[config.mk]
export PLATFORM = sky130hd
export DESIGN_NAME = tsmh_cell
export DESIGN_NICKNAME = d
export VERILOG_FILES = /design/src/sv/tsmh_pkg.sv /design/src/sv/tsmh_cell.sv
export SDC_FILE = /design/constraint.sdc
export NUM_CORES = 1
export LEC_CHECK = 0
export CELL_PAD_IN_SITES_DETAIL_PLACEMENT = 1
export CELL_PAD_IN_SITES_GLOBAL_PLACEMENT = 2
export CORE_ASPECT_RATIO = 1.5
export CORE_UTILIZATION = 37
export DETAILED_ROUTE_END_ITERATION = 10
export DONT_BUFFER_PORTS = 1
export GPL_ROUTABILITY_DRIVEN = 0
export PLACE_DENSITY_LB_ADDON = 0.25
export REMOVE_ABC_BUFFERS = 1
export SYNTH_ARGS = -nofsm -noshare
export SYNTH_HDL_FRONTEND = slang
export SYNTH_SLANG_ARGS = --single-unit
[constraint.sdc]
create_clock -name clk_i -period 3.3 [get_ports clk_i]
set_clock_uncertainty 0.05 [all_clocks]
set_input_delay 0.33 -clock clk_i [delete_from_list [all_inputs] [get_ports clk_i]]
set_output_delay 0.33 -clock clk_i [all_outputs]
set_load 0.02 [all_outputs]
[src/sv/tsmh_pkg.sv]
`timescale 1ns / 1ps
// shared types, constants and helpers for the text search match highlighter
// no dependencies
package tsmh_pkg;

  localparam int MaxQueryDef   = 16;
  localparam int MaxMatchesDef = 256;

  localparam int QLEN_W   = 5;
  localparam int BYTE_W   = 8;
  localparam int ROW_W    = 16;
  localparam int COL_W    = 12;
  localparam int TOTAL_W  = 9;
  localparam int CIDX_W   = 8;
  localparam int LEVEL_W  = 2;
  localparam int KIND_W   = 3;
  localparam int CFG_W    = 64;
  localparam int CFG_IDX_W = 2;
  localparam int IN_TDATA_W  = 40;
  localparam int OUT_TDATA_W = 80;

  localparam logic [7:0] CHAR_UPPER_A = 8'h41;
  localparam logic [7:0] CHAR_UPPER_Z = 8'h5A;
  localparam logic [7:0] CASE_OFFSET  = 8'd32;

  typedef enum logic [KIND_W-1:0] {
    KIND_BEGIN = 3'd0,
    KIND_TEXT  = 3'd1,
    KIND_NEXT  = 3'd2,
    KIND_PREV  = 3'd3,
    KIND_PROBE = 3'd4,
    KIND_CLEAR = 3'd5
  } kind_e;

  typedef enum logic [CFG_IDX_W-1:0] {
    REG_QUERY_LOW  = 2'd0,
    REG_QUERY_HIGH = 2'd1,
    REG_QUERY_LEN  = 2'd2,
    REG_CASE_SENS  = 2'd3
  } cfg_reg_e;

  localparam logic [LEVEL_W-1:0] LEVEL_NONE    = 2'd0;
  localparam logic [LEVEL_W-1:0] LEVEL_MATCH   = 2'd1;
  localparam logic [LEVEL_W-1:0] LEVEL_CURRENT = 2'd2;

  // control shared by every window cell
  typedef struct packed {
    logic shift;
    logic clear;
    logic fold;
  } cell_ctrl_t;

  // fold A-Z to lower case when enabled
  function automatic logic [7:0] fold_byte(input logic [7:0] b, input logic en);
    logic [7:0] r;
    r = b;
    if (en && b >= CHAR_UPPER_A && b <= CHAR_UPPER_Z) r = b + CASE_OFFSET;
    return r;
  endfunction

endpackage

[src/sv/tsmh_cell.sv]
`timescale 1ns / 1ps
// one cell of the text window: holds a byte, passes it on, compares to a query byte
// depends on tsmh_pkg
module tsmh_cell (
  input  logic                clk_i,
  input  logic                rst_ni,
  input  tsmh_pkg::cell_ctrl_t ctrl_i,
  input  logic [7:0]          byte_i,
  input  logic [7:0]          query_i,
  input  logic                use_i,
  output logic [7:0]          byte_o,
  output logic                ok_o
);
  import tsmh_pkg::*;

  logic [7:0] byte_q, byte_d;

  // next byte of this cell
  always_comb begin
    byte_d = byte_q;
    if (ctrl_i.clear) byte_d = '0;
    else if (ctrl_i.shift) byte_d = byte_i;
  end

  always_ff @(posedge clk_i or negedge rst_ni) begin
    if (!rst_ni) byte_q <= '0;
    else byte_q <= byte_d;
  end

  // compare the byte this cell will hold
  assign ok_o   = !use_i || (fold_byte(byte_d, ctrl_i.fold) == fold_byte(query_i, ctrl_i.fold));
  assign byte_o = byte_q;

endmodule

; ---- Word-level counts from Yosys, hierarchy flattened
; Cells that the tools add are included.
[totals]
latch_bits = 0
mem_bits_rw = 0
ff_bits = 8
mem_bits_ro = 0
out_inout_bits = 9
n_memories = 0
[op_classes]
shift = 0
n_addsub = 2
eq_ne = 1
div = 0
n_reduce_logical = 6
mul = 0
muxes = 4
magnitude_cmp = 4
n_bitwise = 0
[ops]
columns = op, count
row1 = 8-bit 2-to-1 mux, 4
row2 = "8-bit by 6-bit adder with 8-bit output, second input constant", 2
row3 = "8-bit by 7-bit >= comparator with 1-bit output, second input constant", 2
row4 = "8-bit by 7-bit less-or-equal comparator with 1-bit output, second input constant", 2
row5 = 8-bit == test, 1
row6 = 1-bit logical AND, 4
row7 = 1-bit zero test, 1
row8 = 1-bit logical OR, 1

; ---- Depth between registers and ports, before layout
[logic_depth]
word_depth = 8
depth_mapped = 8
depth_no_buf = 6

; ---- Worst setup path before layout
; OpenSTA, ideal clock, no wires.
[synth_timing]
path_kind = input port to output port
start = input ctrl_i[2] (netlist bit)
end = output ok_o
path_slack_ps = 692
t_arrival_ps = 2228
cell_stages = 8
path_cell_list = buf_6 buf_12 mux2i_4 o2111ai_1 a221o_1 or4_1 a21o_1 a32oi_1
[synth_between]
elab_chain_cells = 8
word_cells_on_any_way = 10
classes_between = add/sub: 1 / order compare: 2 / eq/ne: 1 / mux: 3 / reduce/logical: 3
[synth_lines]
columns = item, line_no
row1 = "start, declared", tsmh_cell.sv:7  ; input tsmh_pkg::cell_ctrl_t ctrl_i,
row2 = 8-bit 2-to-1 mux (*), tsmh_cell.sv:22  ; else if (ctrl_i.shift) byte_d = byte_i;
row3 = 8-bit 2-to-1 mux (*), tsmh_cell.sv:21  ; if (ctrl_i.clear) byte_d = '0;
row4 = 8-bit by 7-bit >= comparator with 1-bit output, tsmh_pkg.sv:57  ; if (en && b >= CHAR_UPPER_A && b <= CHAR_UPPER_Z) r = b + CASE_OFFSET;
row5 = 1-bit logical AND (2 in a row), tsmh_pkg.sv:57
row6 = 8-bit 2-to-1 mux (*), tsmh_pkg.sv:57
row7 = 8-bit == test (*), tsmh_cell.sv:31  ; assign ok_o = !use_i || (fold_byte(byte_d, ctrl_i.fold) == fold_byte(query_i, ctrl_i.fold));
row8 = 1-bit logical OR (*), tsmh_cell.sv:31
row9 = "end, declared", tsmh_cell.sv:12  ; output logic ok_o
; Mark *: on every way between the ends. The rest lies on a longest branch, timed or not.

; ---- Final worst setup path
[layout_timing]
start = register byte_q[2], in the netlist byte_o[2]
end = output ok_o
[layout_between]
elab_chain_cells = 8
word_cells_on_any_way = 10
classes_between = add/sub: 1 / order compare: 2 / eq/ne: 1 / mux: 3 / reduce/logical: 3
[layout_lines]
columns = item, line_no
row1 = "start, declared", tsmh_cell.sv:16  ; logic [7:0] byte_q, byte_d;
row2 = "start signal, assigned", tsmh_cell.sv:27  ; else byte_q <= byte_d;
row3 = 8-bit 2-to-1 mux (*), tsmh_cell.sv:22
row4 = 8-bit 2-to-1 mux (*), tsmh_cell.sv:21
row5 = 8-bit by 7-bit >= comparator with 1-bit output, tsmh_pkg.sv:57
row6 = 1-bit logical AND (2 in a row), tsmh_pkg.sv:57
row7 = 8-bit 2-to-1 mux (*), tsmh_pkg.sv:57
row8 = 8-bit == test (*), tsmh_cell.sv:31
row9 = 1-bit logical OR (*), tsmh_cell.sv:31
; Marks and branches as above.

==> reports/summary.json <==
{
  "outcome": "finished clean",
  "crit_chain": "mux2i_1, o211ai_1, a221o_1, or4_1, a21o_1, a32oi_1",
  "synthDominantAreaCellType": "dfrtp_1",
  "hold_path.class": "in2reg",
  "ys_warn_count": 0,
  "tritoncts_buffers": 3,
  "worstPathArrival_ns": 2.50,
  "overflow": 0,
  "layout_cell_share_with_drive_strength_beyond_1_pct": 7.50,
  "tightest_slew_ns": 0.458,
  "synthArstFlopShare_pct": 100,
  "via_count": 647,
  "power.density_cell_area_nw_per_um2": 315,
  "cp_max_fo": 5,
  "finalCritPeriodShare_pct": 87.4,
  "initialDrtViolationCount": 3,
  "clock_latency_ns": 0.24,
  "worst_path_largest_cell_delay_ns": 0.52,
  "power.static_leakage_nw": 0.314,
  "floorplan.io_pins": 31,
  "dp_hpwl_microns": 1510,
  "mappedNetlistArea_sq_um": 733,
  "placeable_core_region_sq_um": 1850,
  "cp_data_required_time_ns": 2.92,
  "cts-root-buf": "clkbuf_4",
  "synth_enable_flop_cells": 0,
  "synth.top_cells.by_count": "nor2_1, dfrtp_1, mux2i_1",
  "max-cap-violations": 0,
  "final_max_slew_viol_count": 0,
  "unrepaired_setup_endpoints_after_global_routing": "no",
  "fp.dieArea_sq_um": 2170,
  "worstSetupEndpointType": "primary output",
  "layout.nets": 106,
  "largest_reg_flops": 8,
  "floorplan.initialDensity_pct": 39.5,
  "maximum_number_of_pins_on_one_net_before_global_route_repair": 17,
  "hold_viol_final": 0,
  "yosysMostFrequentCell": "nor2_1",
  "avgRoutedWirePerCell_microns": 17.5,
  "row_cnt": 19,
  "antenna_found_initial": 0,
  "worst-setup-path-type": "reg2out",
  "drc": 0,
  "port-buffer-count": 0,
  "synthFlopType": "dfrtp_1",
  "fin_tns_setup_ns": 0,
  "wl_microns": 1770,
  "cts-resized-gates": 0,
  "cts.reportedPaths.clkPinSlew_ns": 0.05,
  "wire_length_of_the_first_global_routing_pass_microns": 2700,
  "syn_area_per_cell_sq_um": 9.28,
  "timing.critical_path.slowest_stage_cell": "or4_1",
  "ys_ff_latch": 8,
  "cts.htree.levels": 1,
  "yosysTopAreaCellShare_pct": 27.3,
  "share_of_the_yosys_chip_area_belonging_to_registers_pct": 27.3,
  "grt_usage_pct": 17.7,
  "grtUsageMet3_pct": 3.16,
  "grt.busiest_layer": "met2",
  "layout_min_cycle_time_ns": 2.88,
  "use_met1_pct": 16.2,
  "antenna_left": 0,
  "startpoint_type": "flip-flop",
  "peakVddDrop_mv": 0.142,
  "area.growth.synth_to_final_pct": 3.24,
  "report.final.setup_viol": 0,
  "die_height_microns": 56.5,
  "cts_tree": "done",
  "vias_per_cell": 6.41,
  "fin_hold_ws_ns": 0.123,
  "maximum_achievable_frequency_mhz": 347,
  "yosys-top-cells-area": "dfrtp_1, mux2i_1, xor2_1",
  "synth.lib_cells_used.distinct": 36,
  "antenna-diode-count": 0,
  "fp.dieW_microns": 38.3,
  "clock-sinks": 8,
  "cts_buffer_depth": 2,
  "synthCells": 79,
  "drt-pass1-iter-count": 3,
  "first_global_vias": 688,
  "slew_headroom_pct": 69.0,
  "grt_util_met2_pct": 33.7
}
==> routing by layer <==
metal / up-vias / routed length [microns]
li1: 308 / -
met1: 310 / 599
met2: 24 / 1020
met3: 5 / 114
met4: 0 / 40
met5: - / 0
==> final cells by class <==
cell class                 count  area (sq um)
fill                         234          1100
timing repair buffer           1          10.0
clock buffer                   3          22.5
inverter                       2          7.51
sequential                     8           200
multi-input combinational     66           490
tap                           21          26.3
==> worst paths after layout <==
check | start | endpoint | slack (ns) | cells after the start
max in group asynchronous | rst_ni | byte_o[0] | 2.56 | 1
worst max-delay path | byte_o[2] | ok_o | 0.42 | 6
worst min-delay path | ctrl_i[1] | byte_o[0] | 0.12 | 1
worst min register to register | byte_o[4] | byte_o[4] | 0.72 | 2
worst max register to register | byte_o[5] | byte_o[5] | 2.24 | 2
min in group asynchronous | rst_ni | byte_o[6] | 0.37 | 1
==> through the flow <==
stage                     worst slack (ns)  instances  area, sq um  power, mW  util [%]
final                                0.415        101          757      0.239      40.8
after global placement               0.678         97          724      0.167      39.1
after floorplan                      0.798         76          698      0.158         -
after global routing                 0.274        101          757      0.254      40.8
after detailed placement             0.648         97          724      0.168      39.1
after CTS                            0.373        101          757      0.243      40.8
==> timing repair <==
item                      4_1_cts  5_1_grt
hold buffers                    1        0
hold endpoints to repair        8        0
setup buffers                   0        0
==> where the power goes <==
part	internal, mW	switching (mW)	leakage [nW]
Sequential	0.104	0.0125	0.106
Clock	0.0413	0.0293	0.0138
Combinational	0.0253	0.0265	0.194
==> critical path, delay by kind of cell, from the launching register on <==
kind / cells / cell delay, ns
AOI/OAI and AO/OA: 4 / 1.06
and+or+nand+nor: 1 / 0.52
DFF: 1 / 0.46
muxes: 1 / 0.22
==> logic make-up (layout without fill, tap and decap cells) <==
group | after synthesis | in the layout | share of synthesized area (%)
XOR/XNOR | 6 | 6 | 7.17
adder cells (fa/ha/maj) | 2 | 2 | 3.41
buffers and inverters | 5 | 6 | 5.80
AO/OA/AOI/OAI | 23 | 23 | 23.5
AND/OR/NAND/NOR | 27 | 27 | 20.1
flip-flops | 8 | 8 | 27.3
multiplexers | 8 | 8 | 12.6
==> cell usage in the layout, fill, tap and decap left out, types with 3 or more instances in the layout <==
cell type / instances
nor2_1: 9
dfrtp_1: 8
mux2i_1: 7
xor2_1: 6
o21ai_0: 5
or4_1: 3
nand3_1: 3
nand2_1: 3
clkbuf_4: 3
Power figures use the tool's default switching activity.
